`src/hdl/pwfsk_pkg.sv`:
```
// Shared types and constants of the pulse-width keyed tone frame sender.
// Used by every module of the block but the port checker; depends on nothing.
package pwfsk_pkg;

  // Operation codes carried in the input word's tuser
  typedef enum logic [1:0] {
    OP_TICK   = 2'd0,
    OP_CHAR   = 2'd1,
    OP_DIGITS = 2'd2,
    OP_STATUS = 2'd3
  } op_e;

  // Configuration register indexes
  localparam logic [2:0] CFG_HEADER_MARK  = 3'd0;
  localparam logic [2:0] CFG_ONE_MARK     = 3'd1;
  localparam logic [2:0] CFG_ZERO_MARK    = 3'd2;
  localparam logic [2:0] CFG_TRAILER_MARK = 3'd3;
  localparam logic [2:0] CFG_GAP          = 3'd4;
  localparam logic [2:0] CFG_MARK_LEVEL   = 3'd5;

  localparam int unsigned CfgIdxW  = 3;
  localparam int unsigned CfgDataW = 16;
  localparam int unsigned TicksW   = 16;
  localparam int unsigned DacW     = 12;

  typedef struct packed {
    logic [TicksW-1:0] header_mark;
    logic [TicksW-1:0] one_mark;
    logic [TicksW-1:0] zero_mark;
    logic [TicksW-1:0] trailer_mark;
    logic [TicksW-1:0] gap;
    logic [DacW-1:0]   mark_level;
  } cfg_t;

  // One queued request
  typedef struct packed {
    logic        ends;
    logic        starts;
    logic        digits;
    logic [15:0] data;
  } req_t;

  // Queue control from the engine
  typedef struct packed {
    logic push;
    logic pop;
    req_t wdata;
  } fifo_ctl_t;

  // Queue status towards the engine
  typedef struct packed {
    logic full;
    logic head_vld;
  } fifo_stat_t;

  // One result word, tone_mark in the lowest bit
  typedef struct packed {
    logic            accepted;
    logic            busy_res;
    logic [DacW-1:0] dac_code;
    logic            tone_mark;
  } res_t;

endpackage

```
`src/hdl/pwfsk_fifo.sv`:
```
// Request queue: a head register in front of a small memory.
// Depends on pwfsk_pkg.
module pwfsk_fifo #(
  parameter int unsigned QUEUE_DEPTH = 4
) (
  input  logic                   clk_i,
  input  logic                   rst_ni,
  input  pwfsk_pkg::fifo_ctl_t   ctl_i,
  output pwfsk_pkg::fifo_stat_t  stat_o,
  output pwfsk_pkg::req_t        head_o
);
  import pwfsk_pkg::*;

  localparam int unsigned MemDepth = (QUEUE_DEPTH > 1) ? QUEUE_DEPTH - 1 : 1;
  localparam int unsigned PtrW     = (MemDepth > 1) ? $clog2(MemDepth) : 1;
  localparam int unsigned CntW     = $clog2(QUEUE_DEPTH + 1);

  req_t            mem_q [MemDepth];
  req_t            head_q;
  logic            head_vld_q;
  logic [PtrW-1:0] wr_q, rd_q;
  logic [CntW-1:0] cnt_q;
  logic            mem_wr, mem_rd;

  // spill into memory only behind a valid head; refill head from memory on pop
  assign mem_wr = ctl_i.push && head_vld_q;
  assign mem_rd = ctl_i.pop && (cnt_q != '0);

  assign stat_o.head_vld = head_vld_q;
  assign stat_o.full     = head_vld_q && (cnt_q == CntW'(QUEUE_DEPTH - 1));
  assign head_o          = head_q;

  always_ff @(posedge clk_i or negedge rst_ni) begin
    if (!rst_ni) begin
      head_vld_q <= 1'b0;
      wr_q       <= '0;
      rd_q       <= '0;
      cnt_q      <= '0;
    end else begin
      if (ctl_i.push && !head_vld_q) begin
        head_vld_q <= 1'b1;
      end else if (ctl_i.pop && !mem_rd) begin
        head_vld_q <= 1'b0;
      end
      if (mem_wr) begin
        wr_q  <= (wr_q == PtrW'(MemDepth - 1)) ? '0 : wr_q + 1'b1;
        cnt_q <= cnt_q + 1'b1;
      end
      if (mem_rd) begin
        rd_q  <= (rd_q == PtrW'(MemDepth - 1)) ? '0 : rd_q + 1'b1;
        cnt_q <= cnt_q - 1'b1;
      end
    end
  end

  always_ff @(posedge clk_i) begin
    if (mem_wr) begin
      mem_q[wr_q] <= ctl_i.wdata;
    end
    if (ctl_i.push && !head_vld_q) begin
      head_q <= ctl_i.wdata;
    end else if (mem_rd) begin
      head_q <= mem_q[rd_q];
    end
  end

endmodule

```
`src/hdl/pwfsk_engine.sv`:
```
// Frame engine: configuration registers, symbol sequencer and result logic.
// Depends on pwfsk_pkg; drives the request queue.
module pwfsk_engine (
  input  logic                          clk_i,
  input  logic                          rst_ni,
  input  logic                          cfg_we_i,
  input  logic [pwfsk_pkg::CfgIdxW-1:0]  cfg_idx_i,
  input  logic [pwfsk_pkg::CfgDataW-1:0] cfg_data_i,
  input  logic                          acc_i,
  input  pwfsk_pkg::op_e                op_i,
  input  logic [7:0]                    char_value_i,
  input  logic [15:0]                   digit_word_i,
  input  logic                          starts_frame_i,
  input  logic                          ends_frame_i,
  input  pwfsk_pkg::fifo_stat_t         fifo_stat_i,
  input  pwfsk_pkg::req_t               head_i,
  output pwfsk_pkg::fifo_ctl_t          fifo_ctl_o,
  output pwfsk_pkg::res_t               res_o
);
  import pwfsk_pkg::*;

  typedef enum logic [2:0] {
    PH_IDLE       = 3'd0,
    PH_HEADER     = 3'd1,
    PH_DATA       = 3'd2,
    PH_PARITY     = 3'd3,
    PH_PARITY_INV = 3'd4,
    PH_TRAILER    = 3'd5
  } phase_e;

  cfg_t              cfg_q;
  req_t              cur_q, cur_d;
  phase_e            phase_q, phase_d;
  logic [3:0]        bit_q, bit_d;
  logic              mark_q, mark_d;
  logic [TicksW-1:0] ticks_q, ticks_d;
  logic              par_q, par_d;
  logic              tone;

  function automatic logic [TicksW-1:0] nz(input logic [TicksW-1:0] v);
    return (v == '0) ? TicksW'(1) : v;
  endfunction

  function automatic logic [TicksW-1:0] mark_len(input phase_e ph, input req_t rq,
                                                  input logic [3:0] bp, input logic par,
                                                  input cfg_t c);
    logic sym;
    sym = 1'b0;
    unique case (ph)
      PH_HEADER:     return nz(c.header_mark);
      PH_TRAILER:    return nz(c.trailer_mark);
      PH_PARITY:     sym = par;
      PH_PARITY_INV: sym = ~par;
      default:       sym = rq.data[(rq.digits ? 4'd15 : 4'd7) - bp];
    endcase
    return sym ? nz(c.one_mark) : nz(c.zero_mark);
  endfunction

  always_comb begin
    logic [TicksW-1:0] dec;
    dec        = '0;
    cur_d      = cur_q;
    phase_d    = phase_q;
    bit_d      = bit_q;
    mark_d     = mark_q;
    ticks_d    = ticks_q;
    par_d      = par_q;
    fifo_ctl_o = '0;
    tone       = mark_q;
    res_o      = '0;

    if (acc_i) begin
      unique case (op_i)
        OP_CHAR, OP_DIGITS: begin
          if (!fifo_stat_i.full) begin
            fifo_ctl_o.push = 1'b1;
            res_o.accepted  = 1'b1;
          end
          if (op_i == OP_CHAR) begin
            fifo_ctl_o.wdata = '{ends: ends_frame_i, starts: starts_frame_i,
                                 digits: 1'b0, data: {8'h00, char_value_i}};
          end else begin
            fifo_ctl_o.wdata = '{ends: 1'b0, starts: 1'b0, digits: 1'b1,
                                 data: digit_word_i};
          end
        end
        OP_TICK: begin
          // pop and open the first symbol in this very tick
          if (phase_q == PH_IDLE && fifo_stat_i.head_vld) begin
            fifo_ctl_o.pop = 1'b1;
            cur_d   = head_i;
            bit_d   = '0;
            par_d   = head_i.digits &
                      (head_i.data[12] ^ head_i.data[8] ^ head_i.data[4] ^ head_i.data[0]);
            phase_d = (head_i.digits || head_i.starts) ? PH_HEADER : PH_DATA;
            mark_d  = 1'b1;
            ticks_d = mark_len(phase_d, head_i, 4'd0, par_d, cfg_q);
          end
          tone = mark_d;
          if (phase_d != PH_IDLE) begin
            dec = (ticks_d != '0) ? ticks_d - 1'b1 : '0;
            if (dec != '0) begin
              ticks_d = dec;
            end else if (mark_d) begin
              mark_d  = 1'b0;
              ticks_d = nz(cfg_q.gap);
            end else begin
              unique case (phase_q)
                PH_HEADER: begin
                  phase_d = PH_DATA;
                  bit_d   = '0;
                end
                PH_DATA: begin
                  if (bit_q == (cur_q.digits ? 4'd15 : 4'd7)) begin
                    bit_d = '0;
                    if (cur_q.digits) begin
                      phase_d = PH_PARITY;
                    end else if (cur_q.ends) begin
                      phase_d = PH_TRAILER;
                    end else begin
                      phase_d = PH_IDLE;
                    end
                  end else begin
                    bit_d = bit_q + 1'b1;
                  end
                end
                PH_PARITY:     phase_d = PH_PARITY_INV;
                PH_PARITY_INV: phase_d = PH_TRAILER;
                default:       phase_d = PH_IDLE;
              endcase
              if (phase_d == PH_IDLE) begin
                mark_d  = 1'b0;
                ticks_d = '0;
              end else begin
                mark_d  = 1'b1;
                ticks_d = mark_len(phase_d, cur_q, bit_d, par_q, cfg_q);
              end
            end
          end
        end
        default: ;
      endcase
    end

    res_o.tone_mark = tone;
    res_o.dac_code  = tone ? cfg_q.mark_level : '0;
    res_o.busy_res  = (phase_d != PH_IDLE) || fifo_stat_i.head_vld || fifo_ctl_o.push;
  end

  always_ff @(posedge clk_i or negedge rst_ni) begin
    if (!rst_ni) begin
      cfg_q   <= '{header_mark: 16'd30, one_mark: 16'd20, zero_mark: 16'd10,
                   trailer_mark: 16'd50, gap: 16'd5, mark_level: 12'd1240};
      cur_q   <= '0;
      phase_q <= PH_IDLE;
      bit_q   <= '0;
      mark_q  <= 1'b0;
      ticks_q <= '0;
      par_q   <= 1'b0;
    end else begin
      if (cfg_we_i) begin
        unique case (cfg_idx_i)
          CFG_HEADER_MARK:  cfg_q.header_mark  <= cfg_data_i;
          CFG_ONE_MARK:     cfg_q.one_mark     <= cfg_data_i;
          CFG_ZERO_MARK:    cfg_q.zero_mark    <= cfg_data_i;
          CFG_TRAILER_MARK: cfg_q.trailer_mark <= cfg_data_i;
          CFG_GAP:          cfg_q.gap          <= cfg_data_i;
          CFG_MARK_LEVEL:   cfg_q.mark_level   <= cfg_data_i[DacW-1:0];
          default: ;
        endcase
      end
      cur_q   <= cur_d;
      phase_q <= phase_d;
      bit_q   <= bit_d;
      mark_q  <= mark_d;
      ticks_q <= ticks_d;
      par_q   <= par_d;
    end
  end

endmodule

```
`src/hdl/pwfsk_skid.sv`:
```
// Output stage: result register plus one skid entry so that the input side
// keeps moving while a result waits. Depends on pwfsk_pkg.
module pwfsk_skid (
  input  logic            clk_i,
  input  logic            rst_ni,
  input  logic            in_valid_i,
  output logic            in_ready_o,
  input  pwfsk_pkg::res_t in_data_i,
  output logic            out_valid_o,
  input  logic            out_ready_i,
  output pwfsk_pkg::res_t out_data_o
);
  import pwfsk_pkg::*;

  logic out_vld_q, skid_vld_q;
  res_t out_q, skid_q;
  logic pop, push;

  assign in_ready_o  = !skid_vld_q;
  assign push        = in_valid_i && !skid_vld_q;
  assign pop         = out_vld_q && out_ready_i;
  assign out_valid_o = out_vld_q;
  assign out_data_o  = out_q;

  always_ff @(posedge clk_i or negedge rst_ni) begin
    if (!rst_ni) begin
      out_vld_q  <= 1'b0;
      skid_vld_q <= 1'b0;
    end else if (skid_vld_q) begin
      if (pop) begin
        skid_vld_q <= 1'b0;
      end
    end else if (push) begin
      if (out_vld_q && !pop) begin
        skid_vld_q <= 1'b1;
      end else begin
        out_vld_q <= 1'b1;
      end
    end else if (pop) begin
      out_vld_q <= 1'b0;
    end
  end

  always_ff @(posedge clk_i) begin
    if (skid_vld_q) begin
      if (pop) begin
        out_q <= skid_q;
      end
    end else if (push) begin
      if (out_vld_q && !pop) begin
        skid_q <= in_data_i;
      end else begin
        out_q <= in_data_i;
      end
    end
  end

endmodule

```
`src/hdl/pulse_width_fsk_frame_sender_top.sv`:
```
// Top level of the pulse-width keyed tone frame sender.
// Depends on pwfsk_pkg, pwfsk_fifo, pwfsk_engine and pwfsk_skid.
//
// Usage:
//   Input words arrive on s_axis: tuser carries the operation (tick, push
//   character, push four-digit word, status) and starts_frame, tlast carries
//   ends_frame, tdata carries the character and the digit word. Pushes go
//   into a request queue of QUEUE_DEPTH entries; a push into a full queue is
//   dropped and reported with accepted low. Each tick advances the symbol
//   timer by one and reports the tone of that tick.
//   Every input word yields exactly one result word on m_axis: tone_mark,
//   dac_code, busy_res and accepted.
//   A result is registered in the output stage before it is on m_axis.
//   Throughput: one word per cycle while s_axis_tready is high; all per-word
//   work is one engine pass from its state registers into the output stage.
//   Stall: a two-entry output stage (result register plus skid) keeps
//   s_axis_tready high while one result waits; it drops only when both
//   entries hold results the receiver has not taken.
//   Reset: the queue empties, the sequencer goes idle on space tone, and all
//   timing registers return to their defaults.
//   Configuration: write cfg_data_i to register cfg_idx_i while the block is
//   idle; unknown indexes are ignored.
module pulse_width_fsk_frame_sender_top #(
  parameter int unsigned QUEUE_DEPTH = 4
) (
  input  logic                           clk_i,
  input  logic                           rst_ni,
  // configuration write port
  input  logic                           cfg_we_i,
  input  logic [pwfsk_pkg::CfgIdxW-1:0]  cfg_idx_i,
  input  logic [pwfsk_pkg::CfgDataW-1:0] cfg_data_i,
  // request / tick stream
  input  logic                           s_axis_tvalid,
  output logic                           s_axis_tready,
  input  logic [23:0]                    s_axis_tdata,  // char_value[7:0], digit_word[23:8]
  input  logic [2:0]                     s_axis_tuser,  // operation[1:0], starts_frame[2]
  input  logic                           s_axis_tlast,  // ends_frame
  // result stream
  output logic                           m_axis_tvalid,
  input  logic                           m_axis_tready,
  output logic [15:0]                    m_axis_tdata   // tone_mark[0], dac_code[12:1],
                                                        // busy_res[13], accepted[14], zero[15]
);
  import pwfsk_pkg::*;

  logic       acc;
  fifo_ctl_t  fifo_ctl;
  fifo_stat_t fifo_stat;
  req_t       head;
  res_t       res, res_out;

  // an input word moves whenever the output stage has room
  assign acc = s_axis_tvalid && s_axis_tready;

  pwfsk_fifo #(
    .QUEUE_DEPTH (QUEUE_DEPTH)
  ) u_fifo (
    .clk_i  (clk_i),
    .rst_ni (rst_ni),
    .ctl_i  (fifo_ctl),
    .stat_o (fifo_stat),
    .head_o (head)
  );

  pwfsk_engine u_engine (
    .clk_i          (clk_i),
    .rst_ni         (rst_ni),
    .cfg_we_i       (cfg_we_i),
    .cfg_idx_i      (cfg_idx_i),
    .cfg_data_i     (cfg_data_i),
    .acc_i          (acc),
    .op_i           (op_e'(s_axis_tuser[1:0])),
    .char_value_i   (s_axis_tdata[7:0]),
    .digit_word_i   (s_axis_tdata[23:8]),
    .starts_frame_i (s_axis_tuser[2]),
    .ends_frame_i   (s_axis_tlast),
    .fifo_stat_i    (fifo_stat),
    .head_i         (head),
    .fifo_ctl_o     (fifo_ctl),
    .res_o          (res)
  );

  // hold results here while the receiver stalls
  pwfsk_skid u_skid (
    .clk_i       (clk_i),
    .rst_ni      (rst_ni),
    .in_valid_i  (s_axis_tvalid),
    .in_ready_o  (s_axis_tready),
    .in_data_i   (res),
    .out_valid_o (m_axis_tvalid),
    .out_ready_i (m_axis_tready),
    .out_data_o  (res_out)
  );

  // pad the result word to whole bytes
  assign m_axis_tdata = {1'b0, res_out};

endmodule

```
`config.mk`:
```
export PLATFORM = sky130hd
export DESIGN_NAME = pulse_width_fsk_frame_sender_top
export DESIGN_NICKNAME = d
export VERILOG_FILES = /design/src/hdl/pwfsk_pkg.sv /design/src/hdl/pwfsk_fifo.sv /design/src/hdl/pwfsk_engine.sv /design/src/hdl/pwfsk_skid.sv /design/src/hdl/pulse_width_fsk_frame_sender_top.sv
export SDC_FILE = /design/constraint.sdc
export NUM_CORES = 1
export LEC_CHECK = 0
export ABC_AREA = 1
export BUFFER_PORTS_ARGS = -buffer_cell sky130_fd_sc_hd__buf_4
export CELL_PAD_IN_SITES_DETAIL_PLACEMENT = 0
export CELL_PAD_IN_SITES_GLOBAL_PLACEMENT = 1
export CORE_ASPECT_RATIO = 1.2
export CORE_UTILIZATION = 48
export CTS_BUF_LIST = sky130_fd_sc_hd__clkbuf_4 sky130_fd_sc_hd__clkbuf_8
export DETAILED_ROUTE_END_ITERATION = 12
export PLACE_DENSITY = 0.89
export SETUP_SLACK_MARGIN = 0.15
export SLEW_MARGIN = 10
export SYNTH_ARGS = -nofsm -noshare
export SYNTH_HDL_FRONTEND = slang
export SYNTH_SLANG_ARGS = --single-unit
```
`constraint.sdc`:
```
create_clock -name clk_i -period 4.55 [get_ports clk_i]
set_input_delay 0 -clock clk_i [delete_from_list [all_inputs] [get_ports clk_i]]
set_output_delay 0 -clock clk_i [all_outputs]
set_load 0.1 [all_outputs]
```
==> results of run 1 <==
[synth_stat cells, drive strengths merged (3+ instances only)]
cell type,instances,area share (%)
clkbuf,45,1.3
clkinv,7,0.21
or2,5,0.24
o211ai,18,1.0
mux2i,9,0.70
xnor2,4,0.27
ha,6,0.58
buf,16,0.92
o21bai,4,0.23
nand3,97,4.4
xor2,5,0.34
nor3,9,0.43
nor2,179,5.9
o21ai,145,5.6
a22oi,4,0.23
inv,141,4.1
a211oi,4,0.23
dfrtp,127,25
nand3b,7,0.41
a21oi,29,1.2
o22ai,3,0.14
o31ai,3,0.17
dfstp,18,3.7
nand2,549,16
nor4,12,0.58
edfxtp,106,25
nand4,6,0.29
a41oi,13,0.88
[per-layer routing]
metal  share of wire [%]  up-vias  GRT usage [%]  wire length (um)
li1                    -     5412              -                 -
met1                  40     5256          31.43             14790
met2                  51      346          49.85             19140
met3                 4.5       97          3.771              1679
met4                 4.5        0          13.51              1686
met5                   0        -              0                 0
[registers in the layout, indices dropped and copies added (netlist names), 2 cells and up]
name,flops
u_engine.cur_q,18
u_engine.cfg_q,92
u_fifo.mem_q,57
u_engine.phase_q,3
u_engine.bit_q,4
u_skid.skid_q,15
u_engine.ticks_q,16
u_fifo.cnt_q,3
u_fifo.wr_q,2
u_fifo.head_o,19
u_skid.out_data_o,15
u_fifo.rd_q,2
[how the worst max path moves through the flow]
stage                                  to  cells past startpoint  slack, ns
floorplan           u_skid.out_data_o[13]                     25       1.23
global placement    u_skid.out_data_o[13]                     24       0.74
detailed placement      u_engine.bit_q[2]                     22       0.66
CTS                     u_engine.bit_q[2]                     22       0.63
global route        u_skid.out_data_o[13]                     24       0.21
finish              u_skid.out_data_o[13]                     24       0.65
[report_power, final]
part           total (mW)  switching (mW)  internal (mW)
clock                2.18           0.953           1.23
combinational       0.463           0.271          0.192
sequential           2.70           0.172           2.53
total                5.35            1.40           3.96
[final cells by class]
type | instances | area [um2]
clock buffers | 70 | 838.3
inverters | 148 | 556.8
flip-flops and latches | 251 | 6834
fillers | 2397 | 11240
multi-input cells | 1122 | 5301
well taps | 335 | 419.2
clock inverters | 8 | 87.58
repair buffers | 139 | 1157
[kinds of logic (layout without fill, tap and decap cells)]
kind of cell	after synthesis	after routing	synth area share [%]
other cells	1	1	0.02897
buf+inv	209	365	6.523
compound gates	230	230	10.18
simple gates	864	865	28.36
mux	10	10	0.7829
fa+ha+maj	7	7	0.7345
xor+xnor	9	9	0.6088
flops	251	251	52.79
[per-stage QoR]
stage,cell area (um2),instances,setup WS [ns]
floorplan,12950,1581,1.233
global placement,13810,1950,0.7394
detailed placement,13810,1950,0.6566
CTS,15180,2072,0.6346
global route,15190,2073,0.2128
finish,15190,2073,0.6470
[worst max-delay path, stage by stage (launching register included)]
cell,delay [ns]
dfrtp_1,0.45
nor2_4,0.24
nand3_4,0.26
nand2_1,0.12
a21boi_1,0.24
nand2_1,0.17
inv_1,0.17
ha_1,0.21
nand3_1,0.11
nor2_2,0.19
inv_1,0.11
nor2_4,0.14
nand3_1,0.08
nand3_1,0.14
nand2_1,0.07
nor2_1,0.24
nand3_1,0.14
nand2_1,0.08
nand2_1,0.06
nand2_1,0.06
nand2_1,0.06
a21oi_2,0.14
nand2_1,0.09
nand2_1,0.06
nand2_1,0.04
[timing repair]
action,4_1_cts,5_1_grt
hold buffers,44,0
gates resized for setup,0,1
setup endpoints to repair,0,2
setup buffers,0,0
endpoints found under the hold margin,258,0
==> impl_results.md, run 1 <==
* Leak at 7.088 nW
* # DRC at 4
* Starting Density at 48.98%
* Core footprint at 0.02643 mm2
* Min-delay src: s_axis_tuser[1]
* Die area at 0.02764 mm2
* Power Total at 5.353 mW
* Max Freq at 256.2 MHz
* Via/cell ratio at 5.360
* Rows at 65
* Crit. End Element: flip-flop
* Port Buf Inserts at 68
* Wire length per cell at 17.99 um
* Worst-Skew Late Latency at 0.58 ns
* Max_slew headroom at 21.24%
* Setup TNS at 0 ns
* Sequential share of the synthesized area at 52.79%
* Outcome: finished, violations left
* Worst-case vdd ir drop at approximately 0.27 mV
* Die height at 181.9 um
* Sink Count at about 250
* Number of synthesized flops with an enable pin at around 110
* Vias in the first global route at 10831
* Total clock buffers created by CTS at 42
* Final Hold Vio Count at 0
* Crit path DAT at 4.22 ns
* Post-DP HPWL at roughly 26000 um
* H-tree depth at 2
* Post-Synthesis Net Count at 1640
* Nets at 1763
* Predominant post-synthesis flop cell: dfrtp_1
* R2r startpoint: u_engine.phase_q[0]
* Ys async rst share at 57.77%
* Most frequent cells in the layout: nand2_1, nor2_1, o21ai_0, inv_1, dfrtp_1
* Worst-case reg-to-reg path depth at 24
* Antenna Nets Post-Route at 0
* Nature of the critical path startpoint: flip-flop
* Commonest non-fill, non-tap cell in the layout: nand2_1
* Clock skew at 0.02965 ns
* Drt pass-1 iters at 10
* Hold WC Path Type: in -> reg
* Min Hold Slack at 0.02267 ns
* Post-Syn Area at 0.01295 mm2
* WP data required at just under 5 ns
* Synthesized instance count at 1581
* Max-Cap Viols at 0
* I/O pin cnt at 70
* Number of buffers on the longest clock path at 3
* Hold EP: u_fifo.mem_q[2][16]
* Root Buffer: clkbuf_8
* RSZ-0062 raised after global routing: false
* Total power divided by cell area at roughly 350 mW/mm2
* Minimum clock period at 3.903 ns
* Share of layout cells above drive strength 1 at approximately 15%
* Setup violators final at 0
* Finished Core Util at 57.49%
* Clock-pin slew on the worst setup and hold paths at around 0.060 ns
* Global-route wire length before repair at around 58000 um
* Routed wire length at 37300 um
* CTS tree: yes
* ANT cells at 0
* Final Wtd Congestion at 0.9193
* Tot GR Track Use at 27.31%
* Initial antenna violation count at 0
* Synth cell types at 51
* DR iter-0 viols at 726
* Violated checks: DRC
* Synth Register Bits at 251
* Crit-path max FO at 14
* Worst slew pin tran at 1.178 ns
* R2r setup slk at 0.65 ns
* Total gr overflow at 0
* RR Endpoint: u_skid.out_data_o[13]
* Synth warn at 0
* Worst Hold Path Cells at 4
* Synth Area per Inst at between 8 and 9 um2
* Die X at 151.9 um
* Crit share post-route at between 80% and 90%
* Fin. max-slew vios at 0
* Vias at roughly 11000
* CP Launch Point: u_engine.phase_q[0]
* Area growth syn-to-layout at 17.37%
* Pin count of the biggest net entering global routing at between 100 and 150
* Crit Path Category: reg -> reg
Note: power is estimated with default switching activity, not from simulation.
==> inputs of run 2 (changes only) <==
ABC_AREA = unset   (was 1)
CORE_UTILIZATION = 51   (was 48)
==> run 2 against run 1 <==
  * Sequential share of layout area about the same
  * Count of clock-buffer cells in the layout decreased by 8
  * Synthesized area decreased by 2.4%
  * Maximum frequency decreased by 9.8%
  * Utilization increased by 5.5 points
  * Hold slack improved by 0.047 ns
  * Final cell count decreased by 22%
  * The flow now finishes without violations
  * Critical path type unchanged
==> impl_results.md, run 2 <==
* Combinational fraction of design power at 28.0% (+19 points)
* Hold WC Path Type: in -> reg
* Crit. End Element: flip-flop
* Root Buffer: clkbuf_8
* Rows at 62 (-4.6%)
* Initial antenna violation count at 1 (+1)
* Clock skew at 0.01386 ns (-0.01579 ns)
* Pin count of the biggest net entering global routing at 113 (+5.6%)
* Routed wire length at 33890 um (-9.1%)
* Vias at 9640 (-13%)
* Area growth syn-to-layout at 20.36%
* Final Hold Vio Count at 0 (unchanged)
* Synth warn at 0 (unchanged)
* Synth top area share at 25.20% (+0.61 points)
* Crit-path max FO at 4 (-10)
* Reg with most FFs: u_engine.cfg_q
* Global-route wire length before repair at 54670 um (-6.3%)
* RSZ-0062 raised after global routing: true
* Most frequent cells in the layout: nand2_1, buf_4, dfrtp_1, mux2_2, edfxtp_1
* Synth cell types at 84 (+65%)
* P_int at 4.696 mW (+19%)
* Crit path DAT at 4.63 ns (+0.41 ns)
* Area of placed instances at 0.01373 mm2 (-0.59%)
* Number of synthesized flops with an enable pin at 106 (unchanged)
* Min-delay src: cfg_idx_i[0]
* # DRC at 0 (-4)
* Crit Path Category: reg -> reg
* Reg power frac at 44.2% (-6.3 points)
* Worst-path cell chain: or4b_4 -> o31a_1 -> or2_4 -> inv_4 -> ha_4 -> o21ai_1 -> or2_4 -> nor3b_2 -> a2bb2oi_2 -> nor4b_4 -> o2111ai_4 -> nor4_4 -> mux2i_1 -> or4b_4 -> mux2_4
* Setup TNS at 0 ns (unchanged)
* Share of layout cells above drive strength 1 at 30.18% (+16 points)
* Antenna Nets Post-Route at 0 (unchanged)
* Max_slew headroom at 16.10% (-5.1 points)
* Slowest-stage cell, CP: or4b_4
* CTS tree: yes
* Synth Register Bits at 251 (unchanged)
* P_sw at 2.440 mW (+75%)
* Core footprint at 0.02413 mm2 (-8.7%)
* Setup violators final at 0 (unchanged)
* Vias in the first global route at 9833 (-9.2%)
* Port Buf Inserts at 68 (unchanged)
* Starting Density at 52.36% (+3.4 points)
* DR iter-0 viols at 704 (-3.0%)
* Worst-Skew Late Latency at 0.55 ns (-0.03 ns)
* H-tree depth at 2 (unchanged)
* Max reg flops at 92 (unchanged)
* Clock Power Share at 27.8% (-13 points)
* Final instance area at 0.01521 mm2 (about the same)
* Worst slew pin tran at 1.259 ns (+0.08039 ns)
* Minimum clock period at 4.329 ns (+0.4259 ns)
* Drt pass-1 iters at 7 (-3)
* Total clock buffers created by CTS at 40 (-4.8%)
* Post-Synthesis Net Count at 1171 (-29%)
* CP Launch Point: u_engine.phase_q[0]
* Fin. max-slew vios at 0 (unchanged)
* Synthesized instance count at 1112 (-30%)
* Max Freq at 231.0 MHz (-9.8%)
* Sw Ratio at 34.19% (+8.1 points)
* Area leader, netlist: edfxtp_1
* Sequential share of the synthesized area at 54.10% (+1.3 points)
* Predominant post-synthesis flop cell: dfrtp_1
* Die X at 145.7 um (-4.1%)
* Crit share post-route at 95.14% (+9.4 points)
* Max-Cap Viols at 0 (unchanged)
* Wire length per cell at 20.93 um (+16%)
* Storage element area at 0.006835 mm2 (about the same)
* Clock-pin slew on the worst setup and hold paths at 0.07 ns (about the same)
* Final Wtd Congestion at 0.9185 (about the same)
* Die area at 0.02541 mm2 (-8.1%)
* I/O pin cnt at 70 (unchanged)
* Leak at 6.136 nW (-13%)
* WP data required at 4.85 ns (about the same)
* Commonest non-fill, non-tap cell in the layout: nand2_1
* Total power divided by cell area at 469.3 mW/mm2 (+33%)
* Post-DP HPWL at 23070 um (-11%)
* Die height at 174.4 um (-4.1%)
* Multi-input logic area at 0.005588 mm2 (+5.4%)
* Number of buffers on the longest clock path at 3 (unchanged)
* Tot GR Track Use at 27.42% (+0.12 points)
* ANT cells at 0 (unchanged)
* Synth top area cells: edfxtp_1, dfrtp_1, mux2_2
* R2r startpoint: u_engine.phase_q[0]
* Ys async rst share at 57.77% (unchanged)
* Outcome: finished, final reports clean
* Peak per-stage delay on the critical path at 0.59 ns (+0.14 ns)
* Synth Area per Inst at 11.36 um2 (+39%)
* Synth cell count leaders: nand2_1, dfrtp_1, mux2_2
* Total gr overflow at 0 (unchanged)
* Worst-case vdd ir drop at 0.5624 mV (+110%)
* Post-Syn Area at 0.01263 mm2 (-2.4%)
* Count leader, synth: nand2_1
* Via/cell ratio at 5.954 (+11%)
* Sink Count at 251 (unchanged)
* Nature of the critical path startpoint: flip-flop
* Nets at 1327 (-25%)
* Fillers at 1894 (-21%)
run 2: repair_timing:
item | in CTS | in global routing
hold buffers | 50 | 0
hold endpoints to repair | 262 | 0
gates resized for setup | 4 | 13
setup endpoints to repair | 1 | 14
pin swaps | 3 | 12
buffers inserted | 1 | 7
run 2: power by group through the flow:
stage | registers (mW) | clock network (mW) | logic [mW]
after global placement | 3.16 | 0 | 1.85
after CTS | 3.14 | 2.00 | 1.95
after global routing | 3.20 | 2.10 | 2.14
after detailed placement | 3.17 | 0 | 1.88
final | 3.15 | 1.98 | 2.00
after floorplan | 3.47 | 0 | 0.978
run 2: layout make-up:
class                   instances  area share, %
clock inverters                11         0.5678
inverters                      20         0.5102
clock buffers                  62          4.830
flip-flops and latches        251          44.95
repair buffers                180          9.759
well taps                     320          2.633
multi-input cells             775          36.75
run 2: cell families after synthesis:
group,Yosys count,synth area share (%)
xor gates and xnor gates,12,0.8319
buffers and inverters,86,2.971
AOI/OAI and AO/OA,221,11.24
adders and majority gates,7,0.7527
other,1,0.02968
muxes,188,16.58
DFF,251,54.10
and+or+nand+nor,346,13.50
run 2: through the flow:
stage	util, %	total power [mW]	setup WS (ns)	hold slack (ns)	instances
detailed placement	56.91	5.051	0.1338	0.1828	1488
finish	63.03	7.136	0.2211	0.06934	1619
global route	63.03	7.443	0.09953	0.03570	1619
floorplan	-	4.449	0.1005	-0.2956	1112
global placement	56.91	5.011	0.1832	0.1795	1488
CTS	62.55	7.088	0.1554	0.01338	1612
run 2: layer usage:
metal	GRT usage [%]	vias to the layer above	part of all wire, %
met3	3.937	97	5.5
met2	44.94	376	48
met1	36.59	4769	43
li1	-	4396	-
met5	0	-	0.035
met4	11.40	2	3.4
run 2: worst max-delay path: cells and delay by family, from the launching register on:
family / cells / cell delay [ns]
and+or+nand+nor: 7 / 2.34
AOI/OAI and AO/OA: 4 / 0.73
muxes: 2 / 0.42
buffers and inverters: 1 / 0.06
DFF: 1 / 0.40
adders and majority gates: 1 / 0.13
run 2: worst paths after layout:
check	end	slack (ns)	cells past startpoint
max	u_skid.out_data_o[13]	0.22	15
min	u_engine.cfg_q[19]	0.07	4
min in group asynchronous	u_engine.cfg_q[74]	0.14	2
min reg2reg	u_engine.cur_q[6]	0.43	2
max reg2reg	u_skid.out_data_o[13]	0.22	15
max in group asynchronous	u_fifo.head_vld_q	3.29	3
